==> config.mk <==
export PLATFORM = sky130hd
export DESIGN_NAME = jesc_iter
export DESIGN_NICKNAME = d
export VERILOG_FILES = /design/src/rtl/jesc_pkg.sv /design/src/rtl/jesc_iter.sv
export SDC_FILE = /design/constraint.sdc
export NUM_CORES = 2
export LEC_CHECK = 0
export BUFFER_PORTS_ARGS = -buffer_cell sky130_fd_sc_hd__buf_2
export CAP_MARGIN = 20
export CORE_ASPECT_RATIO = 1.5
export CORE_MARGIN = 2
export CORE_UTILIZATION = 50
export CTS_BUF_LIST = sky130_fd_sc_hd__clkbuf_4 sky130_fd_sc_hd__clkbuf_8 sky130_fd_sc_hd__clkbuf_16
export DETAILED_ROUTE_END_ITERATION = 12
export GPL_ROUTABILITY_DRIVEN = 0
export MAX_ROUTING_LAYER = met4
export PLACE_DENSITY = 0.76
export SLEW_MARGIN = 20
export SYNTH_ARGS = -nofsm -noshare
export SYNTH_HDL_FRONTEND = slang
export SYNTH_SLANG_ARGS = --single-unit
export TNS_END_PERCENT = 20
==> constraint.sdc <==
create_clock -name i_clk -period 11.39 [get_ports i_clk]
set_input_delay 2.278 -clock i_clk [delete_from_list [all_inputs] [get_ports i_clk]]
set_output_delay 2.278 -clock i_clk [all_outputs]
set_load 0.1 [all_outputs]
==> src/rtl/jesc_pkg.sv <==
// ---------------------------------------------------------------------------
// jesc_pkg
// Shared types and constants of the Julia escape-time pixel core: the item
// payloads, the fixed-point widths and the register map.
// ---------------------------------------------------------------------------
package jesc_pkg;

    // Number of z = z*z + c updates tried for each pixel.
    localparam int ITER_LIMIT = 64;

    // Fraction bits of the z and c components.
    localparam int FRAC_BITS = 14;

    // Width of a z component while it is in flight. The start value needs
    // 16 bits, and an update from |z| < 2 stays below 2^18 in magnitude.
    localparam int Z_W = 20;

    // Width of a product of two z components, and of a sum of two of them.
    localparam int PROD_W = 2 * Z_W;
    localparam int SUM_W  = PROD_W + 1;

    // Escape threshold: |z|^2 = 4 in the format of a product.
    localparam logic signed [SUM_W-1:0] ESC_LIMIT =
        SUM_W'(64'sd4 <<< (2 * FRAC_BITS));

    // Width of the update counter and of the configuration registers.
    localparam int CNT_W  = 7;
    localparam int CREG_W = 16;

    // APB register map.
    localparam int PADDR_W = 3;
    localparam int PDATA_W = 32;
    localparam logic [0:0] REG_C_REAL = 1'b0;
    localparam logic [0:0] REG_C_IMAG = 1'b1;

    // Reset values of the Julia constant (0 + 1.0i).
    localparam logic signed [CREG_W-1:0] C_REAL_RESET = 16'sd0;
    localparam logic signed [CREG_W-1:0] C_IMAG_RESET = 16'sd16384;

    // One input item.
    typedef struct packed {
        logic [8:0] pixel_row;
        logic [8:0] pixel_col;
    } t_pixel_in;

    // One result item.
    typedef struct packed {
        logic [6:0] escape_count;
        logic [7:0] blue_byte;
        logic [7:0] green_byte;
        logic [7:0] red_byte;
    } t_pixel_out;

    // State of one pixel between iteration stages.
    typedef struct packed {
        logic signed [Z_W-1:0] re;
        logic signed [Z_W-1:0] im;
        logic [CNT_W-1:0]      count;
        logic                  done;
    } t_iter_data;

endpackage

==> src/rtl/jesc_iter.sv <==
// ---------------------------------------------------------------------------
// jesc_iter
// One z = z*z + c update in two register stages: the three products are
// registered first, then the escape test and the update are made.
// ---------------------------------------------------------------------------
module jesc_iter (
    input  logic                                   i_clk,
    input  logic                                   i_rst_n,
    input  logic                                   i_en,
    input  logic                                   i_valid,
    input  jesc_pkg::t_iter_data                   i_data,
    input  logic signed [jesc_pkg::CREG_W-1:0]     i_c_real,
    input  logic signed [jesc_pkg::CREG_W-1:0]     i_c_imag,
    output logic                                   o_valid,
    output jesc_pkg::t_iter_data                   o_data
);

    logic signed [jesc_pkg::Z_W-1:0]    w_re;
    logic signed [jesc_pkg::Z_W-1:0]    w_im;
    logic signed [jesc_pkg::PROD_W-1:0] n_rr;
    logic signed [jesc_pkg::PROD_W-1:0] n_ii;
    logic signed [jesc_pkg::PROD_W-1:0] n_ri;

    logic                               r_a_valid;
    jesc_pkg::t_iter_data               r_a_data;
    logic signed [jesc_pkg::PROD_W-1:0] r_rr;
    logic signed [jesc_pkg::PROD_W-1:0] r_ii;
    logic signed [jesc_pkg::PROD_W-1:0] r_ri;

    logic signed [jesc_pkg::SUM_W-1:0]  w_mag;
    logic signed [jesc_pkg::SUM_W-1:0]  w_diff;
    logic signed [jesc_pkg::Z_W-1:0]    w_c_re;
    logic signed [jesc_pkg::Z_W-1:0]    w_c_im;
    jesc_pkg::t_iter_data               n_b_data;

    logic                               r_b_valid;
    jesc_pkg::t_iter_data               r_b_data;

    // Squares and cross product of the current z.
    always_comb begin
        w_re = i_data.re;
        w_im = i_data.im;
        n_rr = w_re * w_re;
        n_ii = w_im * w_im;
        n_ri = w_re * w_im;
    end

    // Product stage valid bit.
    always_ff @(posedge i_clk) begin
        if (!i_rst_n) begin
            r_a_valid <= 1'b0;
        end else if (i_en) begin
            r_a_valid <= i_valid;
        end
    end

    // Product stage payload.
    always_ff @(posedge i_clk) begin
        if (i_en) begin
            r_a_data <= i_data;
            r_rr     <= n_rr;
            r_ii     <= n_ii;
            r_ri     <= n_ri;
        end
    end

    // Escape test and update. A pixel that has escaped keeps its count and
    // passes through the remaining stages untouched.
    always_comb begin
        w_mag  = jesc_pkg::SUM_W'(r_rr) + jesc_pkg::SUM_W'(r_ii);
        w_diff = jesc_pkg::SUM_W'(r_rr) - jesc_pkg::SUM_W'(r_ii);
        w_c_re = jesc_pkg::Z_W'(i_c_real);
        w_c_im = jesc_pkg::Z_W'(i_c_imag);
        n_b_data = r_a_data;
        if (!r_a_data.done) begin
            if (w_mag >= jesc_pkg::ESC_LIMIT) begin
                n_b_data.done = 1'b1;
            end else begin
                // Selecting the bits above the fraction gives the floor of the Q.28 values.
                n_b_data.re = w_diff[jesc_pkg::FRAC_BITS +: jesc_pkg::Z_W] + w_c_re;
                n_b_data.im = r_ri[jesc_pkg::FRAC_BITS-1 +: jesc_pkg::Z_W] + w_c_im;
                n_b_data.count = r_a_data.count + jesc_pkg::CNT_W'(1);
            end
        end
    end

    // Update stage valid bit.
    always_ff @(posedge i_clk) begin
        if (!i_rst_n) begin
            r_b_valid <= 1'b0;
        end else if (i_en) begin
            r_b_valid <= r_a_valid;
        end
    end

    // Update stage payload.
    always_ff @(posedge i_clk) begin
        if (i_en) begin
            r_b_data <= n_b_data;
        end
    end

    assign o_valid = r_b_valid;
    assign o_data  = r_b_data;

endmodule

After elaboration in Yosys (flattened, before gate mapping)
Index checks and enable logic that the tools add are counted.
- register bits after elaboration: 211
- input bits: 84
- output and inout bits: 49
- logic and storage cells: 25
- add/sub/neg operators: 5
- multipliers: 3
- order comparisons: 1
- multiplexer cells: 3
- operators with widths (kind ; count):
    $mul 20x20->40 ; 2
    $mux 48 ; 1
    $mux 47 ; 1
    $add 40x40->41 ; 1
    $ge 41x32->1 const B ; 1
    $add 20x20->20 ; 2
    $sub 34x34->34 ; 1
    $mul 20x20->33 ; 1
    $add 7x1->7 const B ; 1
    $mux 1 ; 1

Depth between registers and ports, before layout
- word-level depth: 4
- mapped depth: 30
- gate-level depth less buffers: 29

Least setup slack after synthesis
OpenSTA, ideal clock, no wires.
- kind: in2reg
- from: input i_data[47] (netlist bit)
- to: register r_rr[39] (netlist bit), data pin
- library setup time: 0.260 ns
- arrival time: 9.534 ns
- required time: 11.130 ns
- slack: 1.596 ns
- cell stages on the path: 28
- path through: clkbuf_1 > clkbuf_1 > clkbuf_1 > nand2_1 > fa_1 > inv_1 > fa_1 > inv_1 > fa_1 > inv_1 > fa_1 > fa_1 > fa_1 > inv_1 > fa_1 > inv_1 > ha_1 > a211o_1 > or3_1 > a2111o_1 > a21o_1 > a31oi_1 > nand2b_1 > a21oi_1 > o41ai_1 > o311ai_0 > a21oi_1 > xnor2_1
- longest elaborated chain between the ends: 1
- RTL lines (what ; RTL line ; RTL):
    start: declaration ; jesc_iter.sv:11 ; input jesc_pkg::t_iter_data i_data,
    $mul 20x20->40 ; jesc_iter.sv:43 ; n_rr = w_re * w_re;
    via n_rr, one bit ; jesc_iter.sv:20 ; logic signed [jesc_pkg::PROD_W-1:0] n_rr;
    end signal: assignment ; jesc_iter.sv:61 ; r_rr <= n_rr;
    end: declaration ; jesc_iter.sv:26 ; logic signed [jesc_pkg::PROD_W-1:0] r_rr;
The timed path passes the listed nets, and every way through them passes these cells.
A chain may end at the register's enable or synchronous reset.

Worst setup path after layout
- from: input i_data[12] (netlist bit)
- to: register r_ii[39] (netlist bit), data pin
- longest elaborated chain between the ends: 1
- RTL lines (what ; RTL line ; RTL):
    $mul 20x20->40 ; jesc_iter.sv:44 ; n_ii = w_im * w_im;
    via n_ii, one bit ; jesc_iter.sv:21 ; logic signed [jesc_pkg::PROD_W-1:0] n_ii;
    end signal: assignment ; jesc_iter.sv:62 ; r_ii <= n_ii;
    end: declaration ; jesc_iter.sv:27 ; logic signed [jesc_pkg::PROD_W-1:0] r_ii;
The timed path passes the listed nets, and every way through them passes these cells.

==> summary.txt <==
Clock network
  • # resized after CTS: 0
  • Root buffer cell: clkbuf_16
  • Hold-fix buffers, CTS: 0
  • Worst-skew pair later-pin latency: approximately 0.55 ns
  • H-tree lvl count: 4
  • Clock Sinks: 194
  • Post-CTS Setup Inserts: 0
  • Cts bufs inserted: 17
  • Clock transition at path regs: around 0.080 ns
  • CTS tree: done
  • CTS Buffer Depth: 2

Floorplanning
  • IO Pins: approximately 130
  • Initial Util: 50.3%
  • Core ar.: between 90000 and 100000 µm²
  • Row Count: between 100 and 150
  • Die width: 262 µm
  • Die Ht: 392 µm
  • Die ar.: 103000 µm²

Min path
  • Min-Delay Path Class: reg -> reg
  • Hold EP: o_valid
  • Worst hold path depth: 2
  • Hold Startpoint: o_valid

Logic synthesis
  • Synthesized Nets: 6804
  • Seq/Total Area, Yosys: 11.6%
  • Synth top area share: 44.5%
  • Number of synthesized flops with an enable pin: 192
  • Cell count after synthesis: slightly above 5000
  • Top_reg_cell synth: edfxtp_1
  • Biggest area consumer among synthesized cells: fa_1
  • Synth top area cells: fa_1, edfxtp_1, ha_1, inv_1, nand2_1
  • Synthesized area per cell: 9.67 µm²
  • Async S/R FF share, synth: 0%
  • Count of different cell masters after synthesis: 81
  • Synth Register Bits: 194
  • Ys Warns: 0
  • Cell Area, Synth: 50100 µm²

Setup path
  • Critical Path RT: 11.67 ns
  • Buffers & Inverters on Critical Path: 7
  • Crit-path max FO: 23
  • CP max stage delay: ~0.54 ns
  • Kind of cell adding the most delay to the critical path: adder cells
  • CP endpoint kind: flop
  • Reg2reg start: r_rr[7]
  • Critical path class: in -> reg
  • CP Launch Type: primary input
  • Critical-path top delay cell: fa_1
  • R2R setup slack: 5.05 ns
  • R2r endpoint: o_data[47]
  • R2R cell count: 23
  • Worst path most repeated cell: fa_1
  • Arrival time at the worst endpoint: 10.22 ns

Outcome
  • Status: finished, final reports clean

Timing
  • Max Fclk: roughly 100 MHz
  • Max Clock Skew: 0.0248 ns
  • Slew headroom: between 20 and 30%
  • Final Setup Violations: 0
  • Minimum clock period after layout: 9.94 ns
  • Worst slew pin tran: 1.08 ns
  • RSZ-0062 raised after global routing: false
  • Setup tns final: 0 ns
  • Final worst-path cycle share: 87.3%
  • Slew Viols, Final: 0
  • Final hold violations: 0

Final layout
  • Final #Nets: around 7000
  • Layout cells sized above 1: 5.40%
  • Area grow syn2layout: 5.33%
  • Most frequent cells in the layout: inv_1, fa_1, nand2_1
  • Most common cell after layout, fill and taps aside: inv_1

Drt
  • Residual DRC: 0
  • DRT Wirelength: 128000 µm
  • Vias per inst: about 5.4
  • First-pass detailed-route iteration total: 5
  • Wire per inst: 19.6 µm
  • ANT nets after route: 0
  • Routed vias: 35200
  • 1st-iter DRT viols: 1899

Global route
  • First-pass GRT wire length: approximately 210000 µm
  • Vias in the first global route: 39500
  • Largest net degree at the start of global routing: 75
  • GR Overflow Total: 0
  • GRT Overall Usage: 26.9%
  • Initial antenna violation count: 2

Run
  • Max Cap Violations: 0

Placement
  • Dpl hpwl: roughly 100000 µm
  • Port Buffers: about 130
## how the worst max path moves through the flow
stage	from	to	slack, ns	cells past startpoint
final	i_data[12]	r_ii[39]	1.45	28
after global routing	i_data[12]	r_ii[39]	1.13	28
after CTS	i_data[12]	r_ii[39]	1.54	28
after detailed placement	i_data[12]	r_ii[39]	0.95	28
after global placement	i_data[12]	r_ii[39]	1.06	28
after floorplan	i_data[47]	r_rr[39]	1.60	28
## logic make-up (layout without fill, tap and decap cells)
logic type      count (synthesis)  after routing  synth area share [%]
compound gates                442            442                  5.87
other cells                     0              2                     0
flops                         194            194                  11.6
simple gates                 1194           1194                  11.3
xor+xnor                      213            213                  3.72
fa+ha+maj                    1540           1540                  55.1
mux                            22             22                 0.487
buf+inv                      1575           1622                  11.9
## synthesized netlist by cell type, types with 4 or more instances
library cell / number
a2111oi_0: 4
a211o_1: 6
a211oi_1: 9
a21boi_0: 8
a21o_1: 64
a21oi_1: 137
a21oi_2: 11
a31o_2: 10
a31oi_1: 9
a41o_1: 5
a41oi_1: 6
and2_1: 267
and3_1: 13
and4_1: 8
buf_2: 4
buf_4: 5
clkbuf_1: 164
clkinv_1: 8
edfxtp_1: 192
fa_1: 1113
ha_1: 427
inv_1: 1391
mux2_2: 15
mux2i_1: 6
nand2_1: 496
nand2b_1: 30
nand3_1: 23
nand3b_1: 4
nand4_1: 12
nor2_1: 214
nor2b_1: 44
nor3_1: 33
nor4_1: 11
o211ai_1: 11
o21a_1: 25
o21ai_0: 71
o21bai_1: 17
or2_2: 10
or3_1: 11
or4_1: 7
xnor2_1: 161
xor2_1: 52
## flip-flops by register name, summed over array words and instances, names as in the netlist
register,flops
r_ri,20
r_a_valid,1
o_valid,1
r_a_data,48
o_data,48
r_rr,38
r_ii,38
## tightest hold or removal path, stage by stage, from the launching register on
cell	delay, ns
dfxtp_1	0.33
mux2i_1	0.07
nor2b_1	0.09
## cell type report
| type | count | area (µm²) |
|---|---|---|
| Antenna cell | 2 | 5.00 |
| Clock buffer | 17 | 425 |
| Clock inverter | 15 | 193 |
| Fill cell | 8593 | 46900 |
| Inverter | 1399 | 5250 |
| Multi-Input combinational cell | 3411 | 38400 |
| Sequential cell | 194 | 5810 |
| Tap cell | 1296 | 1620 |
| Timing Repair Buffer | 191 | 1110 |
## metal layers
metal  vias to the layer above  share of wire, %  global-route usage, %
met1                     18000                34                   27.6
li1                      15500                 -                      -
met3                       505               5.4                   3.22
met4                         0               8.4                   19.6
met5                         -                 0                      -
met2                      1223                53                   47.7
## through the flow
| step | std cells | util, % | instance area [µm²] | setup slack [ns] | hold slack [ns] |
|---|---|---|---|---|---|
| floorplan | 5180 | - | 50100 | 1.60 | 0.482 |
| detailed placement | 6491 | 52.3 | 52200 | 0.953 | 0.513 |
| finish | 6525 | 53.0 | 52800 | 1.45 | 0.523 |
| CTS | 6523 | 52.9 | 52800 | 1.54 | 0.534 |
| global route | 6525 | 53.0 | 52800 | 1.13 | 0.565 |
| global placement | 6491 | 52.3 | 52200 | 1.06 | 0.492 |
Power is not shown: default switching activity piles up to over one toggle a cycle in this logic, so the estimate is an artifact.
