<file path="src/rtl/jesc_pkg.sv">
// ---------------------------------------------------------------------------
// jesc_pkg
// Shared types and constants of the Julia escape-time pixel core: the item
// payloads, the fixed-point widths and the register map.
// ---------------------------------------------------------------------------
package jesc_pkg;

    // Number of z = z*z + c updates tried for each pixel.
    localparam int ITER_LIMIT = 64;

    // Fraction bits of the z and c components.
    localparam int FRAC_BITS = 14;

    // Width of a z component while it is in flight. The start value needs
    // 16 bits, and an update from |z| < 2 stays below 2^18 in magnitude.
    localparam int Z_W = 20;

    // Width of a product of two z components, and of a sum of two of them.
    localparam int PROD_W = 2 * Z_W;
    localparam int SUM_W  = PROD_W + 1;

    // Escape threshold: |z|^2 = 4 in the format of a product.
    localparam logic signed [SUM_W-1:0] ESC_LIMIT =
        SUM_W'(64'sd4 <<< (2 * FRAC_BITS));

    // Width of the update counter and of the configuration registers.
    localparam int CNT_W  = 7;
    localparam int CREG_W = 16;

    // APB register map.
    localparam int PADDR_W = 3;
    localparam int PDATA_W = 32;
    localparam logic [0:0] REG_C_REAL = 1'b0;
    localparam logic [0:0] REG_C_IMAG = 1'b1;

    // Reset values of the Julia constant (0 + 1.0i).
    localparam logic signed [CREG_W-1:0] C_REAL_RESET = 16'sd0;
    localparam logic signed [CREG_W-1:0] C_IMAG_RESET = 16'sd16384;

    // One input item.
    typedef struct packed {
        logic [8:0] pixel_row;
        logic [8:0] pixel_col;
    } t_pixel_in;

    // One result item.
    typedef struct packed {
        logic [6:0] escape_count;
        logic [7:0] blue_byte;
        logic [7:0] green_byte;
        logic [7:0] red_byte;
    } t_pixel_out;

    // State of one pixel between iteration stages.
    typedef struct packed {
        logic signed [Z_W-1:0] re;
        logic signed [Z_W-1:0] im;
        logic [CNT_W-1:0]      count;
        logic                  done;
    } t_iter_data;

endpackage

</file>
<file path="src/rtl/jesc_colour.sv">
// ---------------------------------------------------------------------------
// jesc_colour
// Output stage: turns the update count into the escape count and the three
// colour bytes and holds the result item until it is taken.
// ---------------------------------------------------------------------------
module jesc_colour (
    input  logic                 i_clk,
    input  logic                 i_rst_n,
    input  logic                 i_en,
    input  logic                 i_valid,
    input  jesc_pkg::t_iter_data i_data,
    output logic                 o_valid,
    output jesc_pkg::t_pixel_out o_data
);

    logic [jesc_pkg::CNT_W-1:0] w_esc;
    jesc_pkg::t_pixel_out       n_data;
    logic                       r_valid;
    jesc_pkg::t_pixel_out       r_data;

    // Escape count is updates plus one; the bytes are its multiples.
    always_comb begin
        w_esc               = i_data.count + jesc_pkg::CNT_W'(1);
        n_data.escape_count = w_esc;
        n_data.blue_byte    = {w_esc, 1'b0};
        n_data.red_byte     = {w_esc[5:0], 2'b00};
        n_data.green_byte   = {w_esc, 1'b0} + {w_esc[5:0], 2'b00};
    end

    // Output register valid bit.
    always_ff @(posedge i_clk) begin
        if (!i_rst_n) begin
            r_valid <= 1'b0;
        end else if (i_en) begin
            r_valid <= i_valid;
        end
    end

    // Output register payload.
    always_ff @(posedge i_clk) begin
        if (i_en) begin
            r_data <= n_data;
        end
    end

    assign o_valid = r_valid;
    assign o_data  = r_data;

endmodule

</file>
<file path="config.mk">
export PLATFORM = sky130hd
export DESIGN_NAME = jesc_colour
export DESIGN_NICKNAME = d
export VERILOG_FILES = /design/src/rtl/jesc_pkg.sv /design/src/rtl/jesc_colour.sv
export SDC_FILE = /design/constraint.sdc
export NUM_CORES = 1
export LEC_CHECK = 0
export BUFFER_PORTS_ARGS = -buffer_cell sky130_fd_sc_hd__buf_2
export CAP_MARGIN = 20
export CORE_ASPECT_RATIO = 0.6
export CORE_MARGIN = 4
export CORE_UTILIZATION = 40
export CTS_CLUSTER_SIZE = 28
export DETAILED_ROUTE_END_ITERATION = 8
export PLACE_DENSITY = 0.9
export SYNTH_ARGS = -nofsm -noshare
export SYNTH_HDL_FRONTEND = slang
export SYNTH_SLANG_ARGS = --single-unit
</file>
<file path="constraint.sdc">
create_clock -name i_clk -period 6.76 [get_ports i_clk]
set_input_delay 0.338 -clock i_clk [delete_from_list [all_inputs] [get_ports i_clk]]
set_output_delay 0.338 -clock i_clk [all_outputs]
set_load 0.01 [all_outputs]
</file>
Yosys cells after proc, flatten, opt, wreduce, memory -nomap -nowiden
Cells that the tools add are included.

$add $sub $neg: 2.

Operator list (number): adder 8 bit (1); adder 7 x 1 -> 7 bit, second input constant (1).

Flip-flop bits (word level): 22. Input port bits: 52. Logic and storage cells: 6.

Depth between registers and ports, before layout
Gate-level depths: netlist of the first run.

Depth after elaboration: 2. Mapped depth: 9. Mapped depth without buffers: 9.

Worst setup path after synthesis of the first run
Ideal clock, no wire load.

Path kind: input to register. Start point: in i_data[1] in the netlist's numbering. End point: reg r_data (netlist bit o_data[15]) (data pin). Arrival time: 2086 ps. Path slack: 4414 ps. Stages: 9. Buffers on the path: 0. Cells stage by stage: ha_1 -> xnor2_2 -> inv_2 -> ha_1 -> a21oi_1 -> nor3b_1 -> a32o_1 -> a311oi_2 -> xnor2_1.

RTL lines: start, declared (line jesc_colour.sv:11) `input jesc_pkg::t_iter_data i_data,`; end signal, assigned (line jesc_colour.sv:42) `r_data <= n_data;`; end, declared (line jesc_colour.sv:19) `jesc_pkg::t_pixel_out r_data;`.

==> summary.txt, run 1 <==
Synth
  – Top cell type's share of synthesized area: 0.4211
  – Post-Syn Area: 927.1 sq um
  – Post-synth top area cell: edfxtp_1
  – Yosys warns: 0
  – Area contributors post-synth: edfxtp_1 (42%), buf_4 (15%), xnor2_1 (5.7%), ha_1 (5.4%), xor2_1 (3.8%)
  – Yosys cell types: 28
  – Mean Syn Cell Area: around 12 sq um
  – Register bit count reported by yosys: 14
  – Post-synthesis cell count: 78
  – Sequential area share after synthesis: 0.4426

Drt
  – Antenna Violating Nets Remaining: 0
  – DRC viols: 0
  – WL/cell: approximately 12 um
  – Drt first-iter violations: 40
  – DR vias: 600
  – DRT Pass-1 Iters: 4
  – Routed WL: 1612 um
  – DR vias/cell: ~4.4

Placement
  – Gpl congestion: a little over 0.8
  – Port bufs: 38
  – DP Cell Count: 131

STA
  – Period utilisation layout: 0.3653
  – Fin. max-slew vios: 0
  – # setup viols final: 0
  – RSZ-0062 raised after global routing: no
  – Setup TNS: 0 ps
  – Setup Skew: 0 ps
  – Max Clk Rate: between 0.4 and 0.5 GHz
  – Fin. Hold Viols: 0
  – Post-route minimum period: ~2500 ps

Worst setup path
  – Worst-path maximum fanout: 6
  – Worst EP required: between 6000 and 7000 ps
  – Startpoint types: input pin
  – CP endpoint kind: flip-flop
  – Critical path's slowest cell: xnor2_2
  – WS Path Type: in -> reg
  – Top cell by count, worst path: ha_1
  – Worst R2R Path Depth: 2
  – FF-to-FF Start: o_valid$_SDFFE_PN0P_
  – R2R setup slack: between 6000 and 7000 ps
  – CP arrival: 2460 ps
  – RR Endpoint: o_valid$_SDFFE_PN0P_
  – Slowest stage delay, CP: just over 300 ps
  – Cells along the critical path: buf_2 > ha_1 > xnor2_2 > inv_2 > ha_1 > a21oi_1 > nor3b_1 > a32o_1 > a311oi_2 > xnor2_1

Cells and area
  – Share of layout cells above drive strength 1: 0.4667
  – Multi-input gate area: 374.1 sq um
  – Non-Filler Instances: ~140
  – Layout Nets: roughly 160
  – Area taken by flip-flops and latches: around 410 sq um
  – Filler Cell Count: 209
  – Antenna Cells: 0
  – Area delta synth->final: 16.06%

Clock network
  – CTS resizes: 0
  – Worst-Skew Late Latency: between 200 and 250 ps
  – Deepest clock path buffer count: 2
  – Hold Buf Count CTS: 0
  – Post-CTS Setup Bufs: 0
  – H-tree depth: 1
  – CTS tree: done
  – TritonCTS Sinks: 14
  – Root Buffer: clkbuf_8
  – Num CTS Buffers: 3
  – Clock transition at the registers of the reported paths: 60 ps

Global routing
  – Largest net degree at the start of global routing: 15
  – First-pass GRT wire length: around 2600 um
  – Initial antenna violation count: 0
  – Number of global-route vias before repair: about 560
  – GRT Total Usage: 0.1089
  – Total gr overflow: 0

Power and ir drop
  – LEAKAGE: 0.4846 nW
  – PD cells: around 230 nW/um^2
  – VDD IR max: between 0.1 and 0.15 mV

Die
  – Die Width: around 70 um
  – Die area: 3177 sq um
  – Core Region: between 2000 and 2500 sq um
  – Die Height: 45.29 um
  – Initial Util: 0.4254
  – # IOs: between 80 and 90
  – FP Rows: 13

Flow run
  – Max Cap Viol: 0

Run status
  – Status: completed

Min path
  – Hold depth: 2
  – Hold path start: i_rst_n
  – Hold EP: o_valid$_SDFFE_PN0P_
  – Hold WC Path Type: in -> reg
kinds of logic (layout without fill, tap and decap cells):
kind of cell	after synthesis	count (layout)	share of synthesized area
simple gates	12	12	0.08233
xor+xnor	13	13	0.1471
flops	14	14	0.4426
buf+inv	23	47	0.1660
mux	1	1	0.01080
compound gates	9	9	0.07152
other cells	1	4	0.004045
fa+ha+maj	5	5	0.07558
critical path: cells and delay by family:
kind	cells	cell delay [ps]
AO/OA/AOI/OAI	3	770
XOR/XNOR	2	400
adder cells (fa/ha/maj)	2	600
buffers and inverters	2	270
AND/OR/NAND/NOR	1	90
worst max-delay path by stage:
stage	startpoint	to	cells past startpoint
finish	i_data[1]	o_data[15]$_DFFE_PP_	10
global route	i_data[1]	o_data[15]$_DFFE_PP_	10
global placement	i_data[1]	o_data[15]$_DFFE_PP_	10
CTS	i_data[1]	o_data[15]$_DFFE_PP_	10
floorplan	i_data[1]	o_data[15]$_DFFE_PP_	9
detailed placement	i_data[1]	o_data[15]$_DFFE_PP_	10
registers in the layout, summed over array words and instances, names as in the netlist:
| signal | flops |
|---|---|
| o_data | 13 |
| o_valid | 1 |
synthesized netlist by cell type (all sizes together):
master / n
inv: 5
conb: 1
nor2: 2
and3: 2
dfxtp: 1
nand4: 1
fa: 1
nor2b: 1
nand2b: 1
nand3: 3
a311oi: 2
xor2: 5
a32o: 1
a21oi: 4
edfxtp: 13
buf: 18
o21ai: 1
xnor2: 8
a22oi: 1
ha: 4
nor3: 1
nor3b: 1
mux2i: 1
report_power, final:
group | internal (mW) | switching, mW | total [mW]
registers | 0.110 | 0.00337 | 0.113
clock network | 0.0402 | 0.0290 | 0.0692
logic | 0.0300 | 0.0400 | 0.0700
total | 0.180 | 0.0724 | 0.252
cell type report:
class / instances / area share
Sequential cell: 14 / 0.3814
Multi-Input combinational cell: 44 / 0.3477
Timing Repair Buffer: 38 / 0.1767
Clock buffer: 3 / 0.03837
Tap cell: 30 / 0.03488
Inverter: 5 / 0.01744
Clock inverter: 1 / 0.003488
routing by layer:
metal,track usage,part of all wire,up-vias
met5,0,0,-
met4,0.03435,0,0
met3,0.04889,0.12,0
met2,0.1651,0.42,34
met1,0.1409,0.45,263
li1,-,-,303
stage by stage:
step                      setup WS (ps)  utilization  cell area (sq um)  power (mW)  hold slack (ps)
final                              4291       0.4937               1076      0.2521            303.2
after global routing               4177       0.4937               1076      0.2681            334.3
after CTS                          4289       0.4937               1076      0.2549            302.4
after detailed placement           4027       0.4730               1031      0.1858            514.4
after global placement             4127       0.4730               1031      0.1836            492.8
after floorplan                    4414            -              938.4      0.1684            450.5
layout by cell type (no fill, tap or decap), types with 2 or more instances in the layout:
master and instances:
ha_1 4, xnor2_2 2, inv_1 3, conb_1 4, a21oi_1 4, clkbuf_8 3, edfxtp_1 13, xnor2_1 6
inv_2 2, nand3_2 2, xor2_1 4, nor2_1 2, and3_1 2, buf_2 38
Note: power is estimated with default switching activity, not from simulation.
==> inputs of run 2 (changes only) <==
- ABC_AREA: default -> 1
- CORE_UTILIZATION: 40 -> 35
- PLACE_DENSITY: 0.9 -> 0.81
- clock period: 6.76 -> 2 ns (I/O delays scaled with it)
==> run 2 against run 1 <==
Against the previous run: synthesized cell count up 42%; clock-buffer cell count is 1 higher; sequential cell count stayed put; sequential share of layout area fell by 4.2 points; critical path depth is 2 higher; routed wire length up 19%; largest power group unchanged; critical endpoint unchanged; die area grew 24%.
==> summary.txt, run 2 <==
Power and ir drop
  – PD cells: 746.7 nW/um^2
  – LEAKAGE: 0.6238 nW
  – VDD IR max: roughly 0.24 mV

Placement
  – Dpl hpwl: between 1500 and 2000 um
  – Gpl congestion: 0.7611
  – Port bufs: 38

Drt
  – DR vias/cell: between 4 and 5
  – DRT Pass-1 Iters: 4
  – WL/cell: 10.81 um
  – Antenna Violating Nets Remaining: 0
  – DRC viols: 0
  – DR vias: 760
  – Routed WL: 1925 um
  – Drt first-iter violations: 8

Die
  – Core Region: 2663 sq um
  – Die area: slightly below 4000 sq um
  – Initial Util: 0.3905
  – FP Rows: 14
  – Die Width: about 78 um
  – # IOs: 84
  – Die Height: around 50 um

STA
  – Fin. Hold Viols: 0
  – Fin. max-slew vios: 0
  – Setup Skew: 0 ps
  – Max Clk Rate: roughly 0.59 GHz
  – Post-route minimum period: approximately 1700 ps
  – Hold slack: ~100 ps
  – RSZ-0062 raised after global routing: no
  – Setup TNS: 0 ps
  – # setup viols final: 0
  – Period utilisation layout: 0.8411

Worst setup path
  – WS Path Type: in -> reg
  – CP endpoint kind: flip-flop
  – Startpoint types: input pin
  – Worst EP required: 2000 ps
  – Slowest stage delay, CP: about 300 ps
  – Top cell by count, worst path: nand2_2
  – Cells along the critical path: buf_2 > ha_1 > xnor2_2 > inv_2 > ha_1 > a21o_1 > nand2_2 > nand2_2 > nand2_2 > nand2_2 > nand3_1 > nand2_1
  – CP arrival: approximately 1700 ps
  – Critical path's slowest cell: ha_1
  – Worst-path maximum fanout: 5

Cells and area
  – Multi-input gate area: 437.9 sq um
  – Area delta synth->final: 16.13%
  – Share of layout cells above drive strength 1: 0.5072
  – Area taken by flip-flops and latches: slightly above 400 sq um
  – Most common cell after layout, fill and taps aside: buf_2
  – Antenna Cells: 0
  – Layout Nets: 196
  – Commonest non-fill, non-tap cells in the layout: buf_2 (38), nand2_1 (16), nand2_2 (13), edfxtp_1 (13), inv_1 (10)
  – Filler Cell Count: approximately 260
  – Max FFs per register: 13

Clock network
  – CTS resizes: 0
  – Deepest clock path buffer count: 2
  – Hold Buf Count CTS: 0
  – Clock transition at the registers of the reported paths: 60 ps
  – H-tree depth: 1
  – Worst-Skew Late Latency: 240 ps
  – Post-CTS Setup Bufs: 0
  – Num CTS Buffers: 3
  – CTS tree: done
  – Root Buffer: clkbuf_8
  – TritonCTS Sinks: 14

Synth
  – Area contributors post-synth: edfxtp_1 (38%), buf_4 (13%), nand2_2 (7.8%), nand2_1 (5.8%), ha_1 (4.8%)
  – Register bit count reported by yosys: 14
  – Asr flop ratio synth: 0
  – Post-synth EDFFs: 13
  – Top cell type's share of synthesized area: 0.3755
  – Sequential area share after synthesis: 0.3947
  – Post-synthesis cell count: roughly 110
  – Most common cell in the netlist: buf_4
  – Mean Syn Cell Area: ~9.4 sq um
  – Post-Syn Area: 1040 sq um
  – Post-synth top area cell: edfxtp_1
  – Yosys cell types: 26
  – Ys flop type: edfxtp_1
  – Post-synth top cells: buf_4 (18), nand2_1 (16), edfxtp_1 (13), nand2_2 (13), inv_1 (10)
  – Yosys warns: 0

Global routing
  – Total gr overflow: 0
  – GRT Total Usage: 0.1071
  – Largest net degree at the start of global routing: 16
  – Number of global-route vias before repair: between 700 and 800
  – Initial antenna violation count: 0
  – First-pass GRT wire length: between 3000 and 4000 um

Min path
  – Hold WC Path Type: in -> reg

Flow run
  – Max Cap Viol: 0

Run status
  – Status: completed
## run 2: changes by cell type in the layout (fill, tap and decap cells not counted), moves of 4 or more
cell / delta
xnor2_1: -5
nand4_1: +4
nand2_1: +16
nand2_2: +13
nand2_4: +4
inv_1: +7
## run 2: cell type report
class | instances | area share
multi-input combinational | 66 | 0.3627
sequential | 14 | 0.3399
timing repair buffer | 39 | 0.1637
clock buffer | 4 | 0.04560
tap | 40 | 0.04145
inverter | 15 | 0.04663
## run 2: layer usage
layer,vias to the layer above,routed length [um],track usage
li1,392,-,-
met1,338,822,0.1146
met2,28,952,0.1974
met3,2,114,0.02679
met4,0,36,0.05814
met5,-,0,0
## run 2: worst max-delay path: cells and delay by family
family | cells | cell delay, ps
and+or+nand+nor | 6 | 360
buffers and inverters | 2 | 250
AOI/OAI and AO/OA | 1 | 190
xor gates and xnor gates | 1 | 220
adders and majority gates | 2 | 570
## run 2: logic make-up after synthesis
group | Yosys count | synth area share
and+or+nand+nor | 46 | 0.2551
DFF | 14 | 0.3947
adders and majority gates | 5 | 0.06739
xor gates and xnor gates | 4 | 0.04092
AOI/OAI and AO/OA | 7 | 0.04332
buffers and inverters | 34 | 0.1950
other | 1 | 0.003607
## run 2: path summary, 6_finish.rpt
| check | start | endpoint | slack, ps | depth (start not counted) |
|---|---|---|---|---|
| max | i_data[2] | o_data[15]$_DFFE_PP_ | 320 | 12 |
| min | i_valid | o_valid$_SDFFE_PN0P_ | 100 | 3 |
| max reg2reg | o_valid$_SDFFE_PN0P_ | o_valid$_SDFFE_PN0P_ | 1370 | 2 |
| min reg2reg | o_valid$_SDFFE_PN0P_ | o_valid$_SDFFE_PN0P_ | 540 | 2 |
## run 2: stage by stage
step           power, mW  setup WS [ps]    util  instances  cell area (sq um)
3_3_place_gp      0.6298          139.7  0.4328        174               1152
2_1_floorplan     0.5809          352.2       -        114               1051
4_1_cts           0.9116          304.1  0.4535        178               1207
3_5_place_dp      0.6406          42.68  0.4328        174               1152
5_1_grt           0.9593          205.9  0.4535        178               1207
6_report          0.9016          317.9  0.4535        178               1207
## run 2: power by group
group	internal [mW]	leakage [nW]	switching, mW	total (mW)
Combinational	0.0996	0.460	0.152	0.251
Sequential	0.367	0.135	0.0124	0.379
Clock	0.174	0.0288	0.0974	0.271
==> inputs of run 3 (changes only) <==
- ABC_AREA: 1 -> 0
- CORE_UTILIZATION: 35 -> 33
- PLACE_DENSITY: 0.81 -> 0.8
- clock period: 2 -> 1.5 ns (I/O delays scaled with it)
==> run 3 against run 2 <==
Against the previous run: the run now ends with setup timing left; combinational power rose by 80%; sequential share of layout area shrank 4.5 points; non-clock buffer count rose by 21; setup slack got worse by 490 ps; clock-buffer cell count is the same; first-iteration DRC count grew 50%; worst hold slack lost 47 ps; sequential cell count unchanged; via count fell by 7.1%; critical path type unchanged.
==> summary.txt, run 3 (synthesis results as in run 1) <==
Worst setup path
  – CP endpoint kind: flip-flop
  – WS Path Type: in -> reg
  – FF-to-FF Start: o_valid$_SDFFE_PN0P_
  – R2R setup slack: approximately 900 ps
  – Slowest stage delay, CP: around 260 ps
  – Worst-path maximum fanout: 3
  – CP arrival: roughly 1700 ps
  – Crit. Startpoint: i_data[5]
  – Worst R2R Path Depth: 2
  – Cells along the critical path: buf_2 > and3_1 > and3_4 > xor2_4 > ha_4 > nor3b_1 > a32o_1 > a311oi_2 > xnor2_1
  – Critical path's slowest cell: a311oi_2
  – Worst EP required: 1500 ps
  – RR Endpoint: o_valid$_SDFFE_PN0P_
  – Startpoint types: input pin

Run status
  – Status: finished with violations
  – Failing checks: setup timing

Power and ir drop
  – Clock Power Share: 0.274
  – LEAKAGE: around 0.6 nW
  – Logic pwr share: 0.342
  – Reg power frac: 0.385
  – VDD IR max: ~0.38 mV
  – Power, Total: 1.327 mW
  – Sw Pwr: roughly 0.37 mW
  – PD cells: between 900 and 1000 nW/um^2
  – Internal power: 0.9563 mW
  – Sw frac: 0.2793

STA
  – Setup TNS: -202.2 ps
  – Worst setup slack after layout: -174.1 ps
  – Setup Skew: 0 ps
  – RSZ-0062 raised after global routing: yes
  – Max Clk Rate: approximately 0.60 GHz
  – # setup viols final: 2
  – Post-route minimum period: approximately 1700 ps
  – Period utilisation layout: 1.116
  – Fin. Hold Viols: 0
  – Hold slack: 50.20 ps
  – Fin. max-slew vios: 0

Placement
  – Placed inst area: between 1000 and 1500 sq um
  – Port bufs: 38
  – Gpl congestion: slightly below 0.8
  – Dpl hpwl: roughly 1500 um
  – DP Cell Count: about 150
  – Place WS: -473.0 ps

Cells and area
  – Non-Filler Instances: between 150 and 200
  – Max FFs per register: 13
  – Antenna Cells: 0
  – Area delta synth->final: 50.07%
  – Design Area, Final: about 1400 sq um
  – Most common cell after layout, fill and taps aside: buf_2
  – Commonest non-fill, non-tap cells in the layout: buf_2 (36), buf_4 (21), edfxtp_1 (13)
  – Share of layout cells above drive strength 1: 0.6614
  – Finished Core Util: 0.5367
  – Layout Nets: about 190

Drt
  – DRC viols: 0
  – DR vias: just over 700
  – DRT Pass-1 Iters: 3
  – WL/cell: between 10 and 15 um
  – Antenna Violating Nets Remaining: 0
  – Drt first-iter violations: 12
  – DR vias/cell: roughly 4.4
  – Routed WL: 1881 um

Global routing
  – Initial antenna violation count: 0
  – Total gr overflow: 0
  – GRT Total Usage: 0.09761
  – First-pass GRT wire length: 2946 um
  – Largest net degree at the start of global routing: 15
  – Number of global-route vias before repair: about 660

Clock network
  – TritonCTS Sinks: 14
  – Root Buffer: clkbuf_8
  – Deepest clock path buffer count: 2
  – Clock transition at the registers of the reported paths: around 60 ps
  – Num CTS Buffers: 3
  – CTS tree: done
  – H-tree depth: 1
  – Worst-Skew Late Latency: about 240 ps
  – Hold Buf Count CTS: 0

Die
  – # IOs: 84
  – Die area: about 3700 sq um
  – FP Rows: 14
  – Core Region: roughly 2600 sq um
  – Initial Util: 0.3576
  – Die Width: about 76 um
  – Die Height: approximately 49 um

Min path
  – Hold EP: o_valid$_SDFFE_PN0P_
  – Hold depth: 2
  – Hold WC Path Type: in -> reg
  – Hold path start: i_rst_n

Flow run
  – Max Cap Viol: 0
==> run 3: cell count changes in the layout (fill, tap and decap cells not counted), moves of 3 or more <==
cell,change
buf_4,+20
buf_6,+3
ha_1,-4
ha_4,+4
inv_1,-8
nand2_1,-16
nand2_2,-13
nand2_4,-4
nand3_1,-3
nand4_1,-4
xnor2_1,+4
==> run 3: what timing repair did <==
action                     CTS  global route
setup endpoints to repair    3             3
buffers inserted             0             2
hold endpoints to repair     0             0
gates resized for setup      4            11
pin swaps                    5             1
==> run 3: power groups by stage <==
stage | combinational [mW] | sequential [mW] | clock, mW
2_1_floorplan | 0.226 | 0.550 | 0
3_3_place_gp | 0.389 | 0.518 | 0
3_5_place_dp | 0.400 | 0.519 | 0
4_1_cts | 0.413 | 0.511 | 0.372
5_1_grt | 0.492 | 0.517 | 0.388
6_report | 0.453 | 0.510 | 0.363
==> run 3: per-layer routing <==
metal	global-route usage	routed length, um	vias up	part of all wire
li1	-	-	347	-
met1	0.1125	773	335	0.41
met2	0.1735	983	24	0.52
met3	0.03875	124	0	0.066
met4	0.01807	0	0	0
met5	0	0	-	0
==> run 3: final cells by class <==
type / instances / area, sq um
clock buffers: 4 / 55.05
fillers: 233 / 1201
repair buffers: 60 / 371.6
inverters: 5 / 18.77
well taps: 32 / 40.04
multi-input cells: 44 / 495.5
flip-flops and latches: 14 / 410.4
==> run 3: worst max-delay path by stage <==
stage                                       to  cells past startpoint
final                     o_data[15]$_DFFE_PP_                      9
after CTS                 o_data[15]$_DFFE_PP_                      9
after global routing      o_data[15]$_DFFE_PP_                      9
after detailed placement  o_data[15]$_DFFE_PP_                      9
after global placement    o_data[15]$_DFFE_PP_                      9
after floorplan           o_data[15]$_DFFE_PP_                      8
==> run 3: worst max-delay path, delay by kind of cell <==
kind | cells | cell delay, ps
compound gates | 2 | 470
xor+xnor | 2 | 290
fa+ha+maj | 1 | 230
buf+inv | 1 | 90
simple gates | 3 | 520
